<file path="src/sv/pca_pkg.sv">
// Shared types and constants for the priority capacity allocator.
`default_nettype none
package pca_pkg;

    localparam int IDX_W = 6;
    localparam int PRI_W = 2;
    localparam int AMT_W = 24;
    localparam int TOT_W = 30;
    localparam int PRD_W = 2 * AMT_W;

    localparam logic OP_LOAD = 1'b0;
    localparam logic OP_RUN  = 1'b1;

    localparam logic MODE_GREEDY = 1'b0;
    localparam logic MODE_PROP   = 1'b1;

    localparam logic [PRI_W-1:0] TIER_FIRST = 2'd1;
    localparam logic [PRI_W-1:0] TIER_LAST  = 2'd3;

    typedef struct packed {
        logic             op;
        logic [PRI_W-1:0] priority_req;
        logic [AMT_W-1:0] demand;
        logic [AMT_W-1:0] capacity;
    } req_t;

    typedef struct packed {
        logic [IDX_W-1:0] entry_index;
        logic [AMT_W-1:0] allocated;
        logic             last;
    } rsp_t;

    typedef struct packed {
        logic [PRI_W-1:0] prio;
        logic [AMT_W-1:0] demand;
    } entry_t;

endpackage
`default_nettype wire

</file>
<file path="src/sv/pca_tbl.sv">
// Entry table and grant table memories with registered read.
`default_nettype none
module pca_tbl #(
    parameter int DEPTH = 64,
    parameter int AW    = 6
) (
    input  wire logic                      clk,
    input  wire logic                      ent_we,
    input  wire logic [AW-1:0]             ent_waddr,
    input  wire pca_pkg::entry_t           ent_wdata,
    input  wire logic                      grt_we,
    input  wire logic [AW-1:0]             grt_waddr,
    input  wire logic [pca_pkg::AMT_W-1:0] grt_wdata,
    input  wire logic [AW-1:0]             rd_addr,
    output pca_pkg::entry_t                ent_rdata,
    output logic [pca_pkg::AMT_W-1:0]      grt_rdata
);
    import pca_pkg::*;

    entry_t           ent_mem [DEPTH];
    logic [AMT_W-1:0] grt_mem [DEPTH];

    always_ff @(posedge clk)
    begin
        if (ent_we)
        begin
            ent_mem[ent_waddr] <= ent_wdata;
        end
        ent_rdata <= ent_mem[rd_addr];
    end

    always_ff @(posedge clk)
    begin
        if (grt_we)
        begin
            grt_mem[grt_waddr] <= grt_wdata;
        end
        grt_rdata <= grt_mem[rd_addr];
    end

endmodule
`default_nettype wire

</file>
<file path="config.mk">
export PLATFORM = sky130hd
export DESIGN_NAME = pca_tbl
export DESIGN_NICKNAME = d
export VERILOG_FILES = /design/src/sv/pca_pkg.sv /design/src/sv/pca_tbl.sv
export SDC_FILE = /design/constraint.sdc
export NUM_CORES = 2
export LEC_CHECK = 0
export ABC_AREA = 1
export BUFFER_PORTS_ARGS = -buffer_cell sky130_fd_sc_hd__buf_4
export CELL_PAD_IN_SITES_DETAIL_PLACEMENT = 0
export CELL_PAD_IN_SITES_GLOBAL_PLACEMENT = 1
export CORE_ASPECT_RATIO = 1.5
export CORE_UTILIZATION = 40
export CTS_BUF_LIST = sky130_fd_sc_hd__clkbuf_16
export CTS_CLUSTER_DIAMETER = 100
export DETAILED_ROUTE_END_ITERATION = 16
export GPL_ROUTABILITY_DRIVEN = 0
export PLACE_DENSITY_LB_ADDON = 0.1
export SYNTH_ARGS = -nofsm -noshare
export SYNTH_HDL_FRONTEND = slang
export SYNTH_SLANG_ARGS = --single-unit
</file>
<file path="constraint.sdc">
create_clock -name clk -period 4.8 [get_ports clk]
set_clock_uncertainty 0.05 [all_clocks]
set_input_delay 0.24 -clock clk [delete_from_list [all_inputs] [get_ports clk]]
set_output_delay 0.24 -clock clk [all_outputs]
set_load 0.05 [all_outputs]
</file>
### Word level (Yosys, flattened, before mapping)

Memory sizes are Yosys's and may differ from the RTL's. A register that Yosys moved wholly into a read port is not among the register bits.
Index checks and enable logic that the tools add are counted.

| operators by class | value |
|---|---|
| muxes and demuxes | 4 |

Operators with widths:

| kind | number |
|---|---|
| $mux 1 | 4 |

| storage, ports and cells | value |
|---|---|
| register bits | 0 |
| memories | 2 |
| input bits | 71 |
| output and inout bits | 50 |
| bits in writable memories | 3200 |

Memories:

| memory | words | width | read ports | clocked after Yosys merged registers in | wr ports | RTL line | text |
|---|---|---|---|---|---|---|---|
| ent_mem | 64 | 26 | 1 | 1 | 1 | pca_tbl.sv:20 | `entry_t ent_mem [DEPTH];` |
| grt_mem | 64 | 24 | 1 | 1 | 1 | pca_tbl.sv:21 | `logic [AMT_W-1:0] grt_mem [DEPTH];` |

### Logic depth before layout (Yosys ltp)

| depth | value |
|---|---|
| depth after elaboration | 2 |
| gate-level depth with buffers | 13 |
| depth with buffers taken out | 9 |

### Worst setup path after synthesis

No wires, ideal clock.

| path | value |
|---|---|
| path kind | in2reg |
| start | input ent_we |
| end | memory ent_mem[0][0] (netlist bit), enable pin |
| slack | 2.447 ns |
| buffers on the path | 1 |
| arrival time | 1.894 ns |
| stages | 3 |
| cell sequence | clkbuf_1 > nand4_1 > nor2_1 |

| on the way | value |
|---|---|
| longest elaborated chain between the ends | 2 |

Ends and longest elaborated chain:

| item | RTL line | text |
|---|---|---|
| start: declaration | pca_tbl.sv:8 | `input wire logic ent_we,` |
| $mux 1 | pca_tbl.sv:25 | `if (ent_we)` |
| $mux 1 (not written as such) | pca_tbl.sv:27 | `ent_mem[ent_waddr] <= ent_wdata;` |
| end: declaration | pca_tbl.sv:20 |  |

Every way passes these cells.

==> results by group <==
Outcome
  – Run status: completed

GRT
  – Vias in the first global route: 81799
  – Remaining global-route overflow: 0
  – Pin count of the biggest net entering global routing: 151
  – Total GRT Usage: 0.2544
  – Antenna violations before repair: 12
  – First-pass GRT wire length: 600500 um

Setup path
  – CP max-delay cell: inv_8
  – CP top delay family: buffers and inverters
  – Worst R2R Path Depth: 8
  – Crit. path cell count: 10
  – RR Startpoint: grt_mem[2][11]
  – Startpoint types: input port
  – Worst path max stage delay: 0.67 ns
  – Critical path capture point type: flip-flop
  – Flop-to-flop setup slack: 2.84 ns
  – Crit path DAT: 3.74 ns
  – CP endpoint: grt_rdata[11]
  – Beginning of the critical path: rd_addr[2]
  – Reg2reg end: grt_rdata[11]
  – Worst Path Max Fanout: 84
  – WP data required: 5.58 ns
  – Critical-path cell list: dlygate4sd3_1 > buf_8 > inv_8 > buf_12 > nand3_1 > nand3_1 > nand3_1 > nand2_1 > nand2_1 > nand2_1
  – Critical path class: input port to flip-flop
  – Critical path buffers and inverters: 4

Clock tree
  – Longest Clk Path Bufs: 4
  – Root buffer selected by CTS: clkbuf_16
  – CTS clk-pin slew, worst paths: 0.06 ns
  – Post_cts resized: 0
  – Cts bufs inserted: 327
  – H-tree depth: 5
  – CTS tree: built
  – Worst skew pair latency: 0.91 ns
  – CTS sink cnt: 3250

Placed design
  – Worst slack, placed: 1.238 ns
  – Number of port buffers: 120
  – HPWL Detailed: 230100 um
  – Area post-placement: 135400 um^2

Timing
  – Setup TNS: 0 ns
  – Hold Fails Final Rpt: 0
  – Setup Viol. Count Final: 0
  – RSZ-0062 raised after global routing: false
  – Slew Viols, Final: 0
  – Fin Hold WS: 0.07294 ns
  – Worst slew pin tran: 1.241 ns
  – Max Clk Rate: 338.4 MHz
  – Max-slew headroom: 0.1708
  – PnR worst setup slack: 1.845 ns
  – Final period util: 0.6157
  – Final period demand of the worst path: 2.955 ns

Drt
  – Routed Antenna Nets: 0
  – Pre-antenna DRT Iters: 5
  – DRC: 0
  – Total Wirelength: 419800 um
  – DR vias: 83308
  – Via density per instance: 5.493
  – Wire per inst: 27.68 um
  – Starting DRT DRC Count: 7376

Floorplan
  – Core area: 321900 um^2
  – Initial Utilization: 0.4027
  – Chip Width: 466.8 um
  – Die area: 326400 um^2
  – FP Rows: 255
  – Top-Level Pins: 121
  – Die Height: 699.2 um

Synth
  – Area contributors post-synth: edfxtp_1, nand3_1, nand2_1
  – Yosys warns: 0
  – Cell Area, Synth: 129600 um^2
  – Yosys cell types: 16
  – Post-Syn Area per Cell: 12.21 um^2
  – Area share of the largest cell type after synthesis: 0.7412
  – Synth area leader: edfxtp_1
  – Register area share after synthesis: 0.7490
  – Syn Inst Count: 10617
  – Syn_nets: 10688
  – #FFs+latches synth: 3250

Power and ir drop
  – Power share of the clock group: 0.411
  – Sw Ratio: 0.2351
  – Sequential share of power: 0.522
  – Leakage: 51.12 nW
  – Internal power: 0.04621 W
  – P per Cell Area: 413.6 nW/um^2
  – Sw power: 0.01421 W
  – Peak supply drop: 0.3361 mV
  – Comb power frac: 0.067

Finish
  – Syn-to-layout area delta: 12.69%
  – Most common cell after layout, fill and taps aside: nand2_1
  – Reg area: 97090 um^2
  – Layout cell share with drive strength beyond 1: 0.08458
  – Footprint of the multi-input gates: 29430 um^2
  – Fin area: 146100 um^2
  – Final core utilization: 0.4538
  – Filler instances: 29042
  – Layout Nets: 10741
  – Most frequent cells in the layout: nand2_1, edfxtp_1, nand3_1

Min path
  – Hold Path Class: input port to flip-flop

Flow run
  – Max-cap viol count: 0
==> kinds of logic after synthesis <==
logic type / Yosys count / share of synthesized area
and+or+nand+nor: 6642 / 0.2214
DFF: 3250 / 0.7490
buffers and inverters: 725 / 0.02958
==> sequential cells by signal (all words and copies together), names as in the netlist <==
signal / cells
grt_rdata: 24
ent_rdata: 26
grt_mem: 1536
ent_mem: 1664
==> repair_timing <==
item / 4_1_cts / 5_1_grt
endpoints found under the hold margin: 2986 / 0
setup endpoints to repair: 0 / 0
setup buffers: 0 / 0
hold buffers: 56 / 0
==> worst min-delay path: cells and delay by family <==
family / cells / cell delay [ns]
buffers and inverters: 1 / 0.24
AND/OR/NAND/NOR: 4 / 0.45
==> how the worst min path moves through the flow <==
stage / from / to / slack [ns] / cells past startpoint
after floorplan: ent_wdata[0] / ent_mem[0][0] / 0.29 / 0
after global placement: ent_wdata[3] / ent_mem[29][3] / 0.48 / 1
after detailed placement: ent_wdata[3] / ent_mem[29][3] / 0.49 / 1
after CTS: rd_addr[3] / grt_rdata[18] / 0.008 / 6
after global routing: rd_addr[3] / grt_rdata[14] / 0.05 / 5
final: rd_addr[3] / grt_rdata[14] / 0.07 / 5
==> synth_stat cells <==
cell and number:
nor2_1 130, inv_2 1, nor3_1 9, edfxtp_1 3200, dfxtp_1 50, buf_12 1, buf_2 356, buf_4 71
nand4_1 9, nand2_1 3503, inv_4 1, nand3_1 2991, clkbuf_1 127, inv_1 24, buf_6 51, buf_1 93
==> power by group through the flow <==
stage	Sequential (W)	Combinational [W]	Clock, W
2_1_floorplan	0.0323	0.00195	0
3_3_place_gp	0.0322	0.00403	0
3_5_place_dp	0.0322	0.00405	0
4_1_cts	0.0316	0.00410	0.0253
5_1_grt	0.0316	0.00436	0.0262
6_report	0.0316	0.00404	0.0248
==> metal layers <==
layer / track usage / wire length, um
met1: 0.3190 / 168600
met2: 0.4516 / 216700
met3: 0.02797 / 18670
met4: 0.08987 / 15750
met5: 0 / 9
==> per-stage QoR <==
stage / cells / total power (W)
2_1_floorplan: 10617 / 0.03422
3_3_place_gp: 14525 / 0.03621
5_1_grt: 15165 / 0.06216
4_1_cts: 15164 / 0.06096
6_report: 15167 / 0.06042
3_5_place_dp: 14525 / 0.03623
==> cell type report <==
cell class                      count  area share
Sequential cell                  3250      0.6646
Multi-Input combinational cell   6642      0.2014
Clock buffer                      335     0.05739
Tap cell                         4240     0.03632
Timing Repair Buffer              423     0.02727
Clock inverter                    248     0.01191
Inverter                           26   0.0009678
Antenna cell                        3  0.00005139
Power figures use the tool's default switching activity.
