File: src/sv/pca_pkg.sv
// Shared types and constants for the priority capacity allocator.
`default_nettype none
package pca_pkg;

    localparam int IDX_W = 6;
    localparam int PRI_W = 2;
    localparam int AMT_W = 24;
    localparam int TOT_W = 30;
    localparam int PRD_W = 2 * AMT_W;

    localparam logic OP_LOAD = 1'b0;
    localparam logic OP_RUN  = 1'b1;

    localparam logic MODE_GREEDY = 1'b0;
    localparam logic MODE_PROP   = 1'b1;

    localparam logic [PRI_W-1:0] TIER_FIRST = 2'd1;
    localparam logic [PRI_W-1:0] TIER_LAST  = 2'd3;

    typedef struct packed {
        logic             op;
        logic [PRI_W-1:0] priority_req;
        logic [AMT_W-1:0] demand;
        logic [AMT_W-1:0] capacity;
    } req_t;

    typedef struct packed {
        logic [IDX_W-1:0] entry_index;
        logic [AMT_W-1:0] allocated;
        logic             last;
    } rsp_t;

    typedef struct packed {
        logic [PRI_W-1:0] prio;
        logic [AMT_W-1:0] demand;
    } entry_t;

endpackage
`default_nettype wire

File: src/sv/pca_div.sv
// Restoring divider, one quotient bit per cycle.
`default_nettype none
module pca_div (
    input  wire logic                      clk,
    input  wire logic                      rst_n,
    input  wire logic                      start,
    input  wire logic [pca_pkg::PRD_W-1:0] dividend,
    input  wire logic [pca_pkg::TOT_W-1:0] divisor,
    output logic                           done,
    output logic [pca_pkg::AMT_W-1:0]      quotient
);
    import pca_pkg::*;

    localparam int CNT_W = $clog2(PRD_W + 1);

    logic [TOT_W-1:0] rem_reg,  rem_next;
    logic [PRD_W-1:0] quo_reg,  quo_next;
    logic [CNT_W-1:0] cnt_reg,  cnt_next;
    logic             done_reg, done_next;
    logic [TOT_W:0]   trial;
    logic [TOT_W:0]   diff;

    always_comb
    begin
        trial     = {rem_reg, quo_reg[PRD_W-1]};
        diff      = trial - {1'b0, divisor};
        rem_next  = rem_reg;
        quo_next  = quo_reg;
        cnt_next  = cnt_reg;
        done_next = 1'b0;
        if (start)
        begin
            rem_next = '0;
            quo_next = dividend;
            cnt_next = CNT_W'(PRD_W);
        end
        else if (cnt_reg != '0)
        begin
            if (trial >= {1'b0, divisor})
            begin
                rem_next = diff[TOT_W-1:0];
                quo_next = {quo_reg[PRD_W-2:0], 1'b1};
            end
            else
            begin
                rem_next = trial[TOT_W-1:0];
                quo_next = {quo_reg[PRD_W-2:0], 1'b0};
            end
            cnt_next = cnt_reg - 1'b1;
            if (cnt_reg == CNT_W'(1))
            begin
                done_next = 1'b1;
            end
        end
    end

    always_ff @(posedge clk or negedge rst_n)
    begin
        if (!rst_n)
        begin
            cnt_reg  <= '0;
            done_reg <= 1'b0;
        end
        else
        begin
            cnt_reg  <= cnt_next;
            done_reg <= done_next;
        end
    end

    always_ff @(posedge clk)
    begin
        rem_reg <= rem_next;
        quo_reg <= quo_next;
    end

    assign done     = done_reg;
    assign quotient = quo_reg[AMT_W-1:0];

endmodule
`default_nettype wire

File: config.mk
export PLATFORM = sky130hd
export DESIGN_NAME = pca_div
export DESIGN_NICKNAME = d
export VERILOG_FILES = /design/src/sv/pca_pkg.sv /design/src/sv/pca_div.sv
export SDC_FILE = /design/constraint.sdc
export NUM_CORES = 1
export LEC_CHECK = 0
export ABC_CLOCK_PERIOD_IN_PS = 3400
export BUFFER_PORTS_ARGS = -buffer_cell sky130_fd_sc_hd__clkbuf_2
export CORE_MARGIN = 2
export CORE_UTILIZATION = 57
export DETAILED_ROUTE_END_ITERATION = 10
export GPL_ROUTABILITY_DRIVEN = 0
export PLACE_DENSITY = 0.8
export REMOVE_ABC_BUFFERS = 1
export SETUP_SLACK_MARGIN = 0.3
export SYNTH_ARGS = -nofsm -noshare
export SYNTH_HDL_FRONTEND = slang
export SYNTH_SLANG_ARGS = --single-unit
File: constraint.sdc
create_clock -name clk -period 3.4 [get_ports clk]
set_input_delay 0.51 -clock clk [delete_from_list [all_inputs] [get_ports clk]]
set_output_delay 0.51 -clock clk [all_outputs]
set_load 0.02 [all_outputs]
Yosys cells after proc, flatten, opt, wreduce, memory -nomap -nowiden. Cells that the tools add are included.

Mux-type cells: 9. $add $sub $neg: 2. $lt $le $gt $ge: 1. Div/mod/pow operators: 0. Multipliers: 0. Reductions and logical operators: 2. Shift operators: 0. Bitwise operators: 0. Equality and inequality tests: 1.

Operators by type and width (count): $mux W48 (2); $ge A31 B30 Y1 (1); $mux W30 (1); $sub A30 B30 Y30 (1); $mux W6 (2); $eq A6 B1 Y1 const B (1); $reduce_bool A6 Y1 (1); $sub A6 B1 Y6 const B (1); $mux W1 (4); $reduce_bool A2 Y1 (1).

Memory bits (read-only): 0. Memories: 0. Output and inout bits: 25. Logic and storage cells: 19. Bits of input ports: 81. Latch bits: 0. Register bits after elaboration: 85. RAM bits: 0.

Depth between registers and ports, before layout.
Depth after elaboration: 4. Depth in mapped cells: 14. Gate-level depth less buffers: 13.

Least setup slack after synthesis. No wires, ideal clock.

Kind: input-to-reg. Start: in divisor[0] (netlist bit). End: reg rem_reg[28]. Path buffers: 0. Cell stages on the path: 12. Library setup time: 0.144 ns. Setup slack: 0.420 ns. Arrival: 2.836 ns. Data required time: 3.256 ns. Cells stage by stage: ha_1 -> inv_1 -> fa_1 -> a21o_1 -> a22o_1 -> o41a_1 -> a221oi_2 -> a41o_1 -> a21oi_1 -> or3_1 -> a31oi_1 -> a211oi_1.

Cells in the longest elaborated chain, start to end: 2. Elaborated cells between the ends (all ways): 3. Classes of those cells: add/sub (1); order compare (1); mux (1).

RTL lines: from (decl) (RTL line pca_div.sv:8) `input wire logic [pca_pkg::TOT_W-1:0] divisor,`; $sub A30 B30 Y30 or $ge A31 B30 Y1 (tied branches) (RTL line pca_div.sv:26, pca_div.sv:39); $mux W30 (*) (RTL line pca_div.sv:39) `if (trial >= {1'b0, divisor})`; to (signal assigned) (RTL line pca_div.sv:73) `rem_reg <= rem_next;`; to (decl) (RTL line pca_div.sv:16) `logic [TOT_W-1:0] rem_reg, rem_next;`.

Mark *: on every way between the ends. The rest lies on a longest branch, timed or not. A chain may end at the register's enable or synchronous reset.

Worst setup path after layout.
Start: reg quo_reg[47]. End: reg rem_reg[28].

Cells in the longest elaborated chain, start to end: 2. Elaborated cells between the ends (all ways): 3. Classes of those cells: add/sub (1); order compare (1); mux (1).

RTL lines: from (decl) (RTL line pca_div.sv:17) `logic [PRD_W-1:0] quo_reg, quo_next;`; from (signal assigned) (RTL line pca_div.sv:74) `quo_reg <= quo_next;`; $sub A30 B30 Y30 or $ge A31 B30 Y1 (tied branches) (RTL line pca_div.sv:26, pca_div.sv:39); $mux W30 (*) (RTL line pca_div.sv:39).

Marked as above.

==> flow_metrics.py <==
metrics = {
    "timing": {
        "finalHoldViolCount": 0,
        "fmax_ghz": 0.3211,
        "maxSlewHeadroom": 0.3404,
        "period_needed_ns": 3.114,
        "skew_ns": 0.01113,
        "setup_viol": 0,
        "rsz0062_at_grt": "yes",
        "slew_viol_final": 0,
        "fin_crit_sh": 0.9159,
        "worst_slew_pin_slew_ns": 0.9880,
    },
    "cts": {
        "cts_tree": "done",
        "htree_levels": 3,
        "cts_sinks": 85,
        "cts.clk_slew.worst_paths_ns": 0.10,
        "root_buffer": "clkbuf_8",
        "clk_latency_ns": 0.37,
        "numCtsBuffers": 9,
        "cts_buffer_depth": 2,
    },
    "outcome": {
        "status": "finished clean",
    },
    "worst_setup_path": {
        "reg2reg_slack_ns": 0.29,
        "required_ns": 3.63,
        "crit-reg2reg-launch": "quo_reg[47]",
        "worst_setup_path_end_kind": "flop",
        "start_kind": "flop",
        "crit_arrival_ns": 3.35,
        "ff2ff_path_depth": 13,
        "r2r_end": "rem_reg[28]",
        "path_class": "reg2reg",
        "cp_max_fo": 2,
    },
    "logic_synthesis": {
        "async_flop_share": 0.08235,
        "ys_ff_latch": 85,
        "synth_top_family_by_area": "compound AO/OA/AOI/OAI gates",
        "synth_compound_area_frac": 0.1862,
        "synth_ff_type": "edfxtp_1",
        "synthAdderAreaFrac": 0.07680,
        "synth_xor_area_frac": 0.03108,
        "synth_edf_count": 48,
        "synth-simple-area-share": 0.1307,
        "synth.distinct_cells": 58,
        "yosys_warnings": 0,
        "netlist_area_um2": 5637,
        "avgSynthCellArea_um2": 9.769,
        "synth.area.mux_share": 0.1014,
        "syn_inst": 577,
        "ys_seq_area_frac": 0.3933,
    },
    "routing": {
        "postRouteAntennaNets": 0,
        "routedWlPerCell_um": 15.37,
        "drt_pass1_iterations": 5,
        "drt_first_iter_violations": 257,
        "routed_wl_um": 12610,
        "viasPerCell": 5.541,
        "drcViolationCount": 0,
        "route.vias.total": 4544,
    },
    "floorplan": {
        "start_util": 0.5820,
        "std_cell_rows": 36,
        "core_um2": 9684,
        "fp.dieW_um": 103.4,
        "dieArea_um2": 10700,
        "ioPinCount": 106,
        "die_h_um": 103.4,
    },
    "final_layout": {
        "diodes": 0,
        "drive_gt1_frac": 0.3537,
        "area_growth_pct": 17.07,
        "layout.nets": 797,
        "largest_register_ffs": 48,
        "multi_input_area_um2": 3032,
        "design_area_um2": 6599,
        "regArea_um2": 2218,
        "fill_cells": 810,
        "layout.cells.non_filler": 820,
    },
    "power_and_ir_drop": {
        "power_density_nw_per_um2": 354.9,
        "vdd_ir_drop_max_mv": 0.2980,
        "p_leak_uw": 0.002964,
    },
    "place": {
        "dp_hpwl_um": 9049,
        "place_inst": 796,
        "dpl_cell_area_um2": 6262,
        "portBuffers": 105,
    },
    "grt": {
        "antenna_found_initial": 0,
        "grt_pass1_vias": 4441,
        "grt_max_degree": 50,
        "grt_pass1_wl_um": 20060,
        "track_usage": 0.2401,
        "grt_overflow_total": 0,
    },
    "worst_hold_path": {
        "hold_end": "quo_reg[27]",
        "hp-start": "dividend[27]",
        "min_path_cells": 2,
        "hold_path_class": "in2reg",
    },
    "run": {
        "cap_violations": 0,
    },
}
==> metrics by stage <==
step | worst slack, ns | setup TNS [ns] | utilization | total power (uW) | hold slack (ns)
after floorplan | -0.1855 | -9.064 | - | 1475 | 0.2144
after global placement | 0.05284 | 0 | 0.6466 | 1627 | 0.3525
after detailed placement | -0.007358 | -0.007358 | 0.6466 | 1640 | 0.3563
after CTS | 0.1673 | 0 | 0.6702 | 2350 | 0.4210
after global routing | 0.1381 | 0 | 0.6814 | 2444 | 0.4189
final | 0.2860 | 0 | 0.6814 | 2342 | 0.4319
==> logic make-up after synthesis <==
group	after synthesis
simple gates	160
flops	85
compound gates	139
fa+ha+maj	34
xor+xnor	20
buf+inv	88
mux	51
==> critical path, cell delays in order (launching register included) <==
cell and delay (ns):
edfxtp_1 0.42, inv_2 0.10, ha_4 0.12, inv_2 0.03, fa_2 0.34, a21o_1 0.18
a22o_1 0.20, o41a_1 0.36, a221oi_2 0.30, a41o_1 0.27, a21oi_2 0.07, or3_1 0.31
a31oi_1 0.19, a211oi_1 0.09
==> layout by cell type, fill, tap and decap left out, types with 3 or more instances in the layout <==
| cell type | synthesis | layout |
|---|---|---|
| nand4_1 | 8 | 8 |
| a221oi_2 | 4 | 4 |
| a21o_1 | 10 | 10 |
| o2111a_1 | 4 | 4 |
| a211oi_1 | 6 | 5 |
| and3_1 | 9 | 9 |
| o31a_1 | 3 | 3 |
| o21ai_0 | 30 | 29 |
| o21a_1 | 6 | 6 |
| mux2_2 | 49 | 49 |
| edfxtp_1 | 48 | 48 |
| a21oi_1 | 34 | 32 |
| dfrtp_1 | 7 | 7 |
| xnor2_1 | 18 | 18 |
| inv_1 | 39 | 36 |
| nand2_1 | 52 | 52 |
| inv_2 | 0 | 3 |
| and2_1 | 3 | 3 |
| o31ai_1 | 3 | 3 |
| nor2_1 | 55 | 53 |
| clkbuf_8 | 0 | 9 |
| dfxtp_1 | 30 | 29 |
| inv_8 | 0 | 3 |
| a311oi_2 | 9 | 10 |
| or3_1 | 3 | 3 |
| nand3_1 | 8 | 8 |
| buf_4 | 24 | 36 |
| clkbuf_2 | 0 | 104 |
| a311oi_1 | 6 | 5 |
| ha_1 | 33 | 32 |
| a31oi_1 | 3 | 3 |
| a211oi_2 | 4 | 5 |
| nand2b_1 | 10 | 10 |
==> worst max-delay path by stage <==
stage	startpoint	cells past startpoint	end
6_report	quo_reg[47]	13	rem_reg[28]
5_1_grt	quo_reg[47]	13	rem_reg[28]
4_1_cts	quo_reg[47]	13	rem_reg[28]
3_5_place_dp	divisor[25]	12	rem_reg[6]
3_3_place_gp	divisor[0]	13	rem_reg[28]
2_1_floorplan	cnt_reg[2]	5	quo_reg[0]
==> what timing repair did <==
item / 4_1_cts / 5_1_grt
hold buffers: 1 / 0
resized for setup: 2 / 17
pin swaps: 5 / 8
gates cloned: 0 / 1
setup endpoints to repair: 8 / 15
setup buffers: 3 / 3
endpoints found under the hold margin: 7 / 0
==> routing by layer <==
layer / GRT usage / wire length (um)
met1: 0.3082 / 5748
met4: 0.09919 / 156
met3: 0.06317 / 838
met2: 0.3856 / 5861
met5: 0 / 0
==> where the power goes <==
part	internal [uW]	total, uW	leakage (uW)	switching, uW
Sequential	1170	1210	0.000837	41.8
Clock	283	709	0.0000914	425
Combinational	204	419	0.00204	215
==> synth_stat cells, drive strengths merged, types with 3 or more instances <==
cell / n / area share
buf: 33 / 0.044
o21ai: 33 / 0.029
a31oi: 3 / 0.0033
ha: 33 / 0.073
nand3: 8 / 0.0071
a21oi: 34 / 0.030
inv: 39 / 0.026
or3: 3 / 0.0033
mux2: 49 / 0.098
o31ai: 3 / 0.0040
nor3: 3 / 0.0036
nand2: 52 / 0.035
o2111a: 4 / 0.0080
a311oi: 15 / 0.033
a221oi: 4 / 0.011
a21o: 10 / 0.013
o21a: 6 / 0.0080
nand4: 8 / 0.0089
nand2b: 10 / 0.011
edfxtp: 48 / 0.26
xnor2: 18 / 0.028
dfrtp: 7 / 0.031
dfxtp: 30 / 0.11
o21bai: 3 / 0.0040
o31a: 3 / 0.0047
and2: 3 / 0.0033
and3: 9 / 0.010
a211oi: 10 / 0.017
clkbuf: 16 / 0.011
nor2: 55 / 0.037
==> final cells by class <==
type | count | share of cell area
tap | 133 | 0.02522
sequential | 85 | 0.3362
clock buffer | 9 | 0.01877
timing repair buffer | 143 | 0.1282
clock inverter | 7 | 0.01005
multi-input combinational | 404 | 0.4594
inverter | 39 | 0.02218
No activity file was read; power rests on OpenSTA's default activity.
